--- src/stli_pkg.sv ---
package stli_pkg;

  typedef enum logic [1:0] {
    ACT_CLEAR = 2'd0,
    ACT_LOAD  = 2'd1,
    ACT_QUERY = 2'd2,
    ACT_NONE  = 2'd3
  } action_e;

  typedef enum logic [1:0] {
    ST_OK    = 2'd0,
    ST_RANGE = 2'd1,
    ST_FULL  = 2'd2,
    ST_EMPTY = 2'd3
  } status_e;

  typedef struct packed {
    logic [1:0]         action;
    logic signed [15:0] key;
    logic signed [15:0] value;
  } in_item_t;

  typedef struct packed {
    logic signed [15:0] result_value;
    logic [1:0]         status;
  } out_item_t;

endpackage

--- src/stli_if.sv ---
interface stli_in_if;
  logic               valid;
  logic               ready;
  stli_pkg::in_item_t data;
  modport source (output valid, output data, input ready);
  modport sink (input valid, input data, output ready);
endinterface

interface stli_out_if;
  logic                valid;
  logic                ready;
  stli_pkg::out_item_t data;
  modport source (output valid, output data, input ready);
  modport sink (input valid, input data, output ready);
endinterface

--- src/stli_ram.sv ---
module stli_ram #(
  parameter int Width = 16,
  parameter int Depth = 64
) (
  input  logic                     clk_i,
  input  logic                     we_i,
  input  logic [$clog2(Depth)-1:0] waddr_i,
  input  logic [Width-1:0]         wdata_i,
  input  logic [$clog2(Depth)-1:0] raddr_i,
  output logic [Width-1:0]         rdata_o
);
  logic [Width-1:0] mem [Depth];

  always_ff @(posedge clk_i) begin
    if (we_i) begin
      mem[waddr_i] <= wdata_i;
    end
    rdata_o <= mem[raddr_i];
  end
endmodule

--- src/sorted_table_linear_interpolator.sv ---
// Piecewise-linear lookup table of up to TABLE_DEPTH (key, value) breakpoints
// kept in ascending key order in one key/value RAM with a registered read.
// One item is handled at a time: the next transfer is taken only after the
// previous result has been accepted, so a stalled output also stalls the input.
// A clear, an ignored action, a load into a full table and a query on an empty
// table go straight to the result. A load compares entries from the top
// downward, shifting each larger entry up one place (one RAM read, then the
// compare and the shift write per entry compared), then writes the new entry.
// A query scans upward, reading one entry at a time, until it finds an equal
// key or the bracketing pair. An exact hit or an out-of-range key ends the
// query there; an interpolation then runs a 33-step restoring divider that
// divides (key - a0)*(c1 - c0) by (a1 - a0) to get the offset from c0.
module sorted_table_linear_interpolator #(
  parameter int TABLE_DEPTH = 64
) (
  input  logic             clk_i,
  input  logic             rst_ni,
  stli_in_if.sink          in_i,
  stli_out_if.source       out_o
);
  localparam int AW = (TABLE_DEPTH > 1) ? $clog2(TABLE_DEPTH) : 1;
  localparam int CW = $clog2(TABLE_DEPTH + 1);

  typedef enum logic [3:0] {
    S_IDLE, S_LD_RD, S_LD_CHK, S_LD_PUT, S_Q_RD, S_Q_CHK, S_DIV, S_DONE
  } state_e;

  state_e             state_q;
  logic [CW-1:0]      count_q;
  logic [CW-1:0]      idx_q;
  logic signed [15:0] key_q, val_q;
  logic signed [15:0] a0_q, c0_q;
  logic               have0_q;
  logic               busy_q;
  logic               ov_q;
  logic signed [15:0] res_q;
  logic [1:0]         st_q;
  // Divider: |num| up to 2^32, |den| < 2^17.
  logic [32:0]        rem_q;
  logic [32:0]        quo_q;
  logic [16:0]        den_q;
  logic               neg_q;
  logic [5:0]         dcnt_q;

  logic               we;
  logic [AW-1:0]      waddr, raddr;
  logic [31:0]        wdata, rdata;

  stli_ram #(.Width(32), .Depth(TABLE_DEPTH)) u_ram (
    .clk_i  (clk_i),
    .we_i   (we),
    .waddr_i(waddr),
    .wdata_i(wdata),
    .raddr_i(raddr),
    .rdata_o(rdata)
  );

  logic signed [15:0] rk, rv;
  assign rk = rdata[31:16];
  assign rv = rdata[15:0];

  assign in_i.ready = !busy_q && !ov_q;
  assign out_o.valid = ov_q;
  assign out_o.data.result_value = res_q;
  assign out_o.data.status = st_q;

  logic [CW-1:0] idxm1;
  assign idxm1 = idx_q - CW'(1);

  // Query interpolation terms.
  logic signed [16:0] dx, dc, da;
  logic signed [33:0] prod;
  assign dx = 17'(key_q) - 17'(a0_q);
  assign dc = 17'(rv) - 17'(c0_q);
  assign da = 17'(rk) - 17'(a0_q);
  assign prod = 34'(dx) * 34'(dc);

  logic [33:0] trial;
  assign trial = {rem_q, quo_q[32]} - {17'd0, den_q};

  always_comb begin
    we = 1'b0;
    waddr = idxm1[AW-1:0];
    wdata = {key_q, val_q};
    raddr = idx_q[AW-1:0];
    case (state_q)
      S_LD_RD: raddr = idxm1[AW-1:0];
      S_LD_CHK: begin
        if (rk > key_q) begin
          we = 1'b1;
          waddr = idx_q[AW-1:0];
          wdata = rdata;
        end
      end
      S_LD_PUT: begin
        we = 1'b1;
        waddr = idx_q[AW-1:0];
      end
      default: ;
    endcase
  end

  always_ff @(posedge clk_i or negedge rst_ni) begin
    if (!rst_ni) begin
      state_q <= S_IDLE;
      count_q <= '0;
      busy_q <= 1'b0;
      ov_q <= 1'b0;
      idx_q <= '0;
      dcnt_q <= '0;
    end else begin
      if (out_o.valid && out_o.ready) ov_q <= 1'b0;
      case (state_q)
        S_IDLE: begin
          if (in_i.valid && in_i.ready) begin
            key_q <= in_i.data.key;
            val_q <= in_i.data.value;
            res_q <= '0;
            st_q <= stli_pkg::ST_OK;
            busy_q <= 1'b1;
            state_q <= S_DONE;
            case (stli_pkg::action_e'(in_i.data.action))
              stli_pkg::ACT_CLEAR: count_q <= '0;
              stli_pkg::ACT_LOAD: begin
                if (count_q >= CW'(TABLE_DEPTH)) begin
                  st_q <= stli_pkg::ST_FULL;
                end else begin
                  idx_q <= count_q;
                  state_q <= (count_q == '0) ? S_LD_PUT : S_LD_RD;
                end
              end
              stli_pkg::ACT_QUERY: begin
                if (count_q == '0) begin
                  st_q <= stli_pkg::ST_EMPTY;
                end else begin
                  idx_q <= '0;
                  have0_q <= 1'b0;
                  state_q <= S_Q_RD;
                end
              end
              default: ;
            endcase
          end
        end
        S_LD_RD: state_q <= S_LD_CHK;
        S_LD_CHK: begin
          // Entry idx-1 is in rdata; shift it up if strictly greater.
          if (rk > key_q) begin
            idx_q <= idxm1;
            state_q <= (idxm1 == '0) ? S_LD_PUT : S_LD_RD;
          end else begin
            state_q <= S_LD_PUT;
          end
        end
        S_LD_PUT: begin
          count_q <= count_q + CW'(1);
          state_q <= S_DONE;
        end
        S_Q_RD: state_q <= S_Q_CHK;
        S_Q_CHK: begin
          if (rk == key_q) begin
            res_q <= rv;
            state_q <= S_DONE;
          end else if (rk > key_q) begin
            if (!have0_q) begin
              st_q <= stli_pkg::ST_RANGE;
              state_q <= S_DONE;
            end else begin
              neg_q <= prod[33];
              quo_q <= prod[33] ? 33'(-prod) : prod[32:0];
              rem_q <= '0;
              den_q <= da[16:0];
              dcnt_q <= 6'd33;
              state_q <= S_DIV;
            end
          end else begin
            a0_q <= rk;
            c0_q <= rv;
            have0_q <= 1'b1;
            if (idx_q + CW'(1) == count_q) begin
              st_q <= stli_pkg::ST_RANGE;
              state_q <= S_DONE;
            end else begin
              idx_q <= idx_q + CW'(1);
              state_q <= S_Q_RD;
            end
          end
        end
        S_DIV: begin
          if (dcnt_q == '0) begin
            res_q <= c0_q + (neg_q ? -quo_q[15:0] : quo_q[15:0]);
            state_q <= S_DONE;
          end else begin
            dcnt_q <= dcnt_q - 6'd1;
            if (!trial[33]) begin
              rem_q <= trial[32:0];
              quo_q <= {quo_q[31:0], 1'b1};
            end else begin
              rem_q <= {rem_q[31:0], quo_q[32]};
              quo_q <= {quo_q[31:0], 1'b0};
            end
          end
        end
        S_DONE: begin
          if (!ov_q || out_o.ready) begin
            ov_q <= 1'b1;
            busy_q <= 1'b0;
            state_q <= S_IDLE;
          end
        end
        default: state_q <= S_IDLE;
      endcase
    end
  end
endmodule

--- src/flat_wrapper.sv ---
// flat-port wrapper written by rule: the top's interface ports become plain ports
module sorted_table_linear_interpolator_flat 
#(
  parameter int TABLE_DEPTH = 64
)
  (clk_i, rst_ni, in_i_valid, in_i_data, in_i_ready, out_o_valid, out_o_data, out_o_ready);
  stli_in_if in_i_i ();
  stli_out_if out_o_i ();
  input  logic clk_i;
  input  logic rst_ni;
  input wire logic [$bits(in_i_i.valid)-1:0] in_i_valid;
  input wire logic [$bits(in_i_i.data)-1:0] in_i_data;
  output wire logic [$bits(in_i_i.ready)-1:0] in_i_ready;
  output wire logic [$bits(out_o_i.valid)-1:0] out_o_valid;
  output wire logic [$bits(out_o_i.data)-1:0] out_o_data;
  input wire logic [$bits(out_o_i.ready)-1:0] out_o_ready;
  assign in_i_i.valid = in_i_valid;
  assign in_i_i.data = in_i_data;
  assign in_i_ready = in_i_i.ready;
  assign out_o_valid = out_o_i.valid;
  assign out_o_data = out_o_i.data;
  assign out_o_i.ready = out_o_ready;
  sorted_table_linear_interpolator #(.TABLE_DEPTH(TABLE_DEPTH)) u_core (.clk_i(clk_i), .rst_ni(rst_ni), .in_i(in_i_i), .out_o(out_o_i));
endmodule
--- config.mk ---
export PLATFORM = sky130hd
export DESIGN_NAME = sorted_table_linear_interpolator_flat
export DESIGN_NICKNAME = d
export VERILOG_FILES = /design/src/stli_pkg.sv /design/src/stli_if.sv /design/src/stli_ram.sv /design/src/sorted_table_linear_interpolator.sv /design/src/flat_wrapper.sv
export SDC_FILE = /design/constraint.sdc
export NUM_CORES = 2
export LEC_CHECK = 0
export ABC_AREA = 1
export ABC_CLOCK_PERIOD_IN_PS = 7580
export BUFFER_PORTS_ARGS = -buffer_cell sky130_fd_sc_hd__buf_2
export CORE_MARGIN = 2
export CORE_UTILIZATION = 48
export DETAILED_ROUTE_END_ITERATION = 8
export PLACE_DENSITY = 0.65
export SETUP_SLACK_MARGIN = 0.2
export SLEW_MARGIN = 20
export SYNTH_ARGS = -nofsm -noshare
export SYNTH_HDL_FRONTEND = slang
export SYNTH_SLANG_ARGS = --single-unit
export TNS_END_PERCENT = 10
--- constraint.sdc ---
create_clock -name clk_i -period 7.58 [get_ports clk_i]
set_clock_uncertainty 0.05 [all_clocks]
set_input_delay 0.379 -clock clk_i [delete_from_list [all_inputs] [get_ports clk_i]]
set_output_delay 0.379 -clock clk_i [all_outputs]
set_load 0.005 [all_outputs]
# --- Yosys cells after proc, flatten, opt, wreduce, memory -nomap -nowiden ---
# Memory sizes are Yosys's and may differ from the RTL's. A register that Yosys moved wholly into a read port is not among the register bits.
# Index checks and enable logic that the tools add are counted.
# W data, S select, Z words.
totals:
  inputBits: 38
  ramBits: 2048
  mem_count: 1
  reg_bits: 193
mem_list:
  columns: ["name", "depth", "width", "read_ports", "rd_clocked_by_memory_dff", "wr", "line_no", "source"]
  rows:
  - ["u_core.u_ram.mem", 64, 32, 1, 1, 1, "stli_ram.sv:12", "logic [Width-1:0] mem [Depth];"]
op_classes:
  bitwise_logic: 2
  eq_ne: 30
  reduce_logical: 29
  mux: 79
  n_lt_le_gt_ge: 2
  addsub: 11
  multipliers: 1
ops:
  columns: ["op", "n"]
  rows:
  - ["$mux W33", 10]
  - ["$pmux W33 S2", 2]
  - ["$mux W16", 4]
  - ["$mux W32", 2]
  - ["$mux W7", 9]
  - ["$sub A16 B16 Y17", 3]
  - ["$pmux W16 S3", 1]
  - ["$mux W6", 6]
  - ["$mul A17 B17 Y34", 1]
  - ["$sub A34 B17 Y34", 1]
  - ["$neg A33 Y33", 1]
  - ["$pmux W4 S8", 1]
  - ["$mux W4", 7]
  - ["$pmux W7 S2", 2]
  - ["$pmux W6 S2", 2]
  - ["$mux W2", 11]
  - ["$pmux W7 S3", 1]
  - ["$add A16 B16 Y16", 1]
  - ["$eq A16 B16 Y1", 1]
  - ["$eq A4 B3 Y1 const B", 4]
  - ["$gt A16 B16 Y1", 1]
  - ["$neg A16 Y16", 1]
  - ["$mux W1", 15]
  - ["$reduce_and A5 Y1", 3]
  - ["other kinds (31)", 64]

# --- Depth between registers and ports, before layout ---
logic_depth:
  depth_word: 8
  depth_mapped: 51
  mapped_depth_nobuf: 50

# --- Hierarchy ---
# From an unflattened synthesis, not the netlist that was laid out.
hier_totals:
  hier_cells: 10144
  area_unflattened_um2: 108818.1
modules_own_cells:
  columns: ["mod", "instances", "seq_area_each_um2", "cells_per_inst", "area_per_inst_um2"]
  rows:
  - ["stli_ram", 1, 62139.6, 6785, 82785.6]
  - ["sorted_table_linear_interpolator", 1, 5640.4, 3359, 26032.5]

# --- Worst setup path after synthesis ---
# OpenSTA, ideal clock, no wires.
synth_timing:
  path_type: "register to register"
  startpoint: "reg u_core.key_q[0]"
  endpoint: "reg u_core.quo_q[5] (data pin)"
  period_less_slack_ps: 7694
  path_buffers: 2
  stages_incl_launch_ff: 48
  setup_slack_ps: -114
  arrival_time_ps: 7392
  t_required_ps: 7278
  cell_sequence: "edfxtp_1 > inv_1 > ha_1 > inv_1 > fa_1 > nand3_1 > nand2_1 > nand2_1 > nand2_1 > a21oi_1 > o21bai_1 > nand2_1 > nand2_1 > a21oi_1 > o21ai_0 > nand2_1 > nand2_1 > inv_1 > [12 not listed] > inv_1 > ha_1 > nand2_1 > inv_1 > nand2_1 > nand2_1 > inv_1 > nand2_1 > nand2_1 > nand3_1 > inv_2 > o21ai_4 > xnor2_2 > buf_4 > nand2_1 > xor2_1 > nand2_1 > nand2_1"
synth_via:
  elab_chain_len: 8
synth_lines:
  columns: ["element", "line_no", "source"]
  rows:
  - ["start: declaration", "sorted_table_linear_interpolator.sv:31", "logic signed [15:0] key_q, val_q;"]
  - ["start signal: assignment", "sorted_table_linear_interpolator.sv:116", "key_q <= in_i.data.key;"]
  - ["$sub A16 B16 Y17 (*)", "sorted_table_linear_interpolator.sv:73", "assign dx = 17'(key_q) - 17'(a0_q);"]
  - ["$mul A17 B17 Y34 (*)", "sorted_table_linear_interpolator.sv:76", "assign prod = 34'(dx) * 34'(dc);"]
  - ["$neg A33 Y33", "sorted_table_linear_interpolator.sv:170", "quo_q <= prod[33] ? 33'(-prod) : prod[32:0];"]
  - ["$mux W33 (*)", "sorted_table_linear_interpolator.sv:170", null]
  - ["$mux W33 (*)", "sorted_table_linear_interpolator.sv:165", "if (!have0_q) begin"]
  - ["$mux W33 (*)", "sorted_table_linear_interpolator.sv:164", "end else if (rk > key_q) begin"]
  - ["$mux W33 (*)", "sorted_table_linear_interpolator.sv:161", "if (rk == key_q) begin"]
  - ["$pmux W33 S2 (*)", "sorted_table_linear_interpolator.sv:113", "case (state_q)"]
  - ["end signal: assignment", "sorted_table_linear_interpolator.sv:170", null]
  - ["end signal: assignment", "sorted_table_linear_interpolator.sv:197", "quo_q <= {quo_q[31:0], 1'b1};"]
  - ["end signal: assignment", "sorted_table_linear_interpolator.sv:200", "quo_q <= {quo_q[31:0], 1'b0};"]
  - ["end: declaration", "sorted_table_linear_interpolator.sv:40", "logic [32:0] quo_q;"]
# Mark *: on every way between the ends. The rest lies on a longest branch, timed or not. The select of a mux whose other input is x is not followed.
# A chain may end at the register's enable or synchronous reset.

# --- Worst setup path after layout ---
layout_timing:
  startpoint: "reg u_core.c0_q[2]"
  endpoint: "reg u_core.quo_q[18] (data pin)"
layout_via:
  elab_chain_len: 8
layout_lines:
  columns: ["element", "line_no", "source"]
  rows:
  - ["start: declaration", "sorted_table_linear_interpolator.sv:32", "logic signed [15:0] a0_q, c0_q;"]
  - ["start signal: assignment", "sorted_table_linear_interpolator.sv:178", "c0_q <= rv;"]
  - ["$sub A16 B16 Y17 (*)", "sorted_table_linear_interpolator.sv:74", "assign dc = 17'(rv) - 17'(c0_q);"]
  - ["$mul A17 B17 Y34 (*)", "sorted_table_linear_interpolator.sv:76", null]
  - ["$neg A33 Y33", "sorted_table_linear_interpolator.sv:170", null]
  - ["$mux W33 (*)", "sorted_table_linear_interpolator.sv:170", null]
  - ["$mux W33 (*)", "sorted_table_linear_interpolator.sv:165", null]
  - ["$mux W33 (*)", "sorted_table_linear_interpolator.sv:164", null]
  - ["$mux W33 (*)", "sorted_table_linear_interpolator.sv:161", null]
  - ["$pmux W33 S2 (*)", "sorted_table_linear_interpolator.sv:113", null]
# Marks and branches as above.

==> run summary <==
Router iterations before antenna repair - 6
Final Slew Violations - 0
Setup ws final - -0.515 ns
TritonCTS clock tree - yes
DP Cell Count - 12400
Final Hold Viols - 0
Max incr delay on CP - 0.57 ns
Post-synth ARST share - 1.10%
Final ANT Viol Nets - 0
Most common cell in the synthesized netlist - edfxtp_1
Seq cells post-synth - 2272
HPWL after detailed placement - 191 mm
Syn_area_per_cell - 11.4 sq um
Core area - 222000 sq um
Place WS - -0.817 ns
Peak Freq - 124 MHz
Top cells by area, synth - edfxtp_1, nor2_1, fa_1
IO Port Bufs - 57
First-pass GRT wire length - 468 mm
Nature of the critical path startpoint - register
Row cnt - 173
Worst-path fanout max - 8
Status - finished with violations
CP dominant cell by count - nand2_1
H-tree depth - 4
R2R Setup Slk - -0.51 ns
Largest area contributor in the netlist - edfxtp_1
Post-synth cell types - 63
Skew-Pair Late Insertion Delay - 0.88 ns
Tcrit/Tclk final - 107%
RePlAce Congestion - 0.939
Vias/cell - 5.92
Share of cells above drive strength 1 - 13.7%
Worst Path Required - 8.13 ns
Critical path's slowest cell - fa_1
Die W - 476 microns
Root buf cell - clkbuf_16
Iter 0 DRT Violations - 10100
Starting Density - 48.1%
Crit Reg-Reg Endpoint - u_core.quo_q[18]
Hold depth - 5
DRC - 0
IO Count - 58
Hold EP - u_core.busy_q
Register area share after synthesis - 63.5%
CTS max path bufs - 3
Synth Instances - 9324
Failing checks - negative setup slack
Vias - 76600
CP arrival - 8.65 ns
Mapped Area - 107000 sq um
Post-synth net total - 9855
# setup viols final - 33
Non-filler cells, final - 12900
Critical hold path startpoint - in_i_valid
Relative slew slack - 20.9%
Largest net degree at the start of global routing - 212
RSZ-0062 raised after global routing - true
Critical path class - reg2reg
Net count, final - 10300
Setup crit end kind - register
Number of synthesized flops with an enable pin - 2215
Final core occ - 55.5%
Area share of the largest cell type after synthesis - 62.3%
Tmin final - 8.09 ns
Yosys warning count - 0
Clock Pin Slew Worst Setup and Hold Paths - 0.07 ns
HP Class - in2reg
Clock sink total - 2272
Die Area - 226000 sq um
Max-cap violation count - 0
Crit Reg-Reg Startpoint - u_core.c0_q[2]
Wire length per cell - 24.7 microns
Overflow after GRT - 0
Area Growth Syn to Fin - 15.2%
Gr usage total - 27.7%
Number of global-route vias before repair - 74000
Inserted Clock Buffers - 223
Filler Cells Inserted - 18300
Most instantiated cells after synthesis - edfxtp_1, nor2_1, o21ai_0, nand2_1, inv_1
Total length of routed wires - 319 mm
Initial antenna violation count - 10
Tightest Pin Transition - 1.18 ns
Main flop type after synthesis - edfxtp_1
Reg2Reg Depth - 46
Die height - 476 microns
layout make-up:
type                    count  area [sq um]  area share, %
flip-flops and latches   2272         67800           55.1
multi-input cells        5797         35500           28.9
clock buffers             292          6060           4.93
repair buffers            718          5900           4.80
well taps                2975          3720           3.03
inverters                 753          2890           2.35
clock inverters           124          1120          0.915
diodes                      3          7.51        0.00610
repair inverters            1          3.75        0.00305
sequential cells by signal, summed over array words and instances (netlist names), 16 cells and up:
| register | count |
|---|---|
| u_core.key_q | 16 |
| u_core.rem_q | 33 |
| u_core.res_q | 16 |
| u_core.quo_q | 33 |
| u_core.u_ram.mem | 2048 |
| u_core.den_q | 17 |
| u_core.u_ram.rdata_o | 32 |
| u_core.c0_q | 16 |
| u_core.val_q | 16 |
| u_core.a0_q | 16 |
metal layers:
layer	up-vias	GRT usage (%)	share of wire, %
li1	33900	-	-
met1	38200	39.0	40
met2	3939	44.2	46
met3	587	5.12	11
met4	6	8.04	3.0
met5	-	0	0.012
worst max path at each step:
stage                    start               end  slack [ns]  cells past startpoint
3_3_place_gp   u_core.key_q[0]  u_core.quo_q[32]       -0.81                     46
4_1_cts         u_core.c0_q[0]  u_core.quo_q[18]       -0.43                     44
3_5_place_dp    u_core.c0_q[0]   u_core.quo_q[8]       -0.82                     38
5_1_grt         u_core.c0_q[0]  u_core.quo_q[29]       -0.92                     44
2_1_floorplan  u_core.key_q[0]   u_core.quo_q[5]        0.20                     43
6_report        u_core.c0_q[2]  u_core.quo_q[18]       -0.51                     46
critical path, delay by kind of cell, from the launching register on:
family | cells | cell delay [ns]
fa+ha+maj | 8 | 3.75
flops | 1 | 0.41
xor+xnor | 2 | 0.26
compound gates | 3 | 0.50
simple gates | 18 | 1.26
buf+inv | 15 | 1.60
cells by family (layout without fill, tap and decap cells):
logic type | count (synthesis) | count (layout) | share of synthesized area, %
xor gates and xnor gates | 115 | 116 | 0.958
DFF | 2272 | 2272 | 63.5
buffers and inverters | 1257 | 1888 | 4.86
AOI/OAI and AO/OA | 2287 | 2287 | 12.0
other | 0 | 3 | 0
and+or+nand+nor | 2900 | 2901 | 10.8
adders and majority gates | 493 | 493 | 7.90
metrics by stage:
| stage | hold slack (ns) | instance area (sq um) | TNS, ns |
|---|---|---|---|
| 6_report | 0.0724 | 123000 | -14.52 |
| 3_3_place_gp | 0.364 | 114000 | -22.83 |
| 5_1_grt | 0.0985 | 123000 | -26.76 |
| 3_5_place_dp | 0.378 | 114000 | -21.39 |
| 2_1_floorplan | 0.0334 | 107000 | 0 |
| 4_1_cts | 0.0203 | 122000 | -12.27 |
repair_timing:
action | in CTS | in global routing
cloned | 2 | 1
hold endpoints to repair | 62 | 0
hold buffers | 36 | 0
gates resized for setup | 89 | 116
setup buffers | 21 | 7
pin swaps | 30 | 32
endpoints found under the setup margin | 33 | 33
cell usage in the layout, fill, tap and decap left out, drive strengths merged, types with 5 or more instances in the layout:
master / netlist / routed
edfxtp: 2215 / 2215
nor2: 1675 / 1675
o21ai: 1415 / 1415
nand2: 897 / 898
inv: 746 / 750
buf: 295 / 682
o22ai: 514 / 514
fa: 301 / 301
clkbuf: 209 / 293
nand3: 195 / 195
ha: 192 / 192
a21oi: 155 / 155
o221ai: 128 / 128
clkinv: 7 / 101
xor2: 78 / 78
nand4: 56 / 56
nor3: 43 / 43
xnor2: 37 / 38
dlygate4sd3: 0 / 35
dfxtp: 32 / 32
dfrtp: 25 / 25
bufinv: 0 / 16
or2: 15 / 15
a31oi: 14 / 14
o21bai: 13 / 13
o211ai: 12 / 12
clkinvlp: 0 / 11
nand3b: 6 / 6
a32o: 6 / 6
a21o: 5 / 5
Power is not shown: default switching activity piles up to over one toggle a cycle in this logic, so the estimate is an artifact.
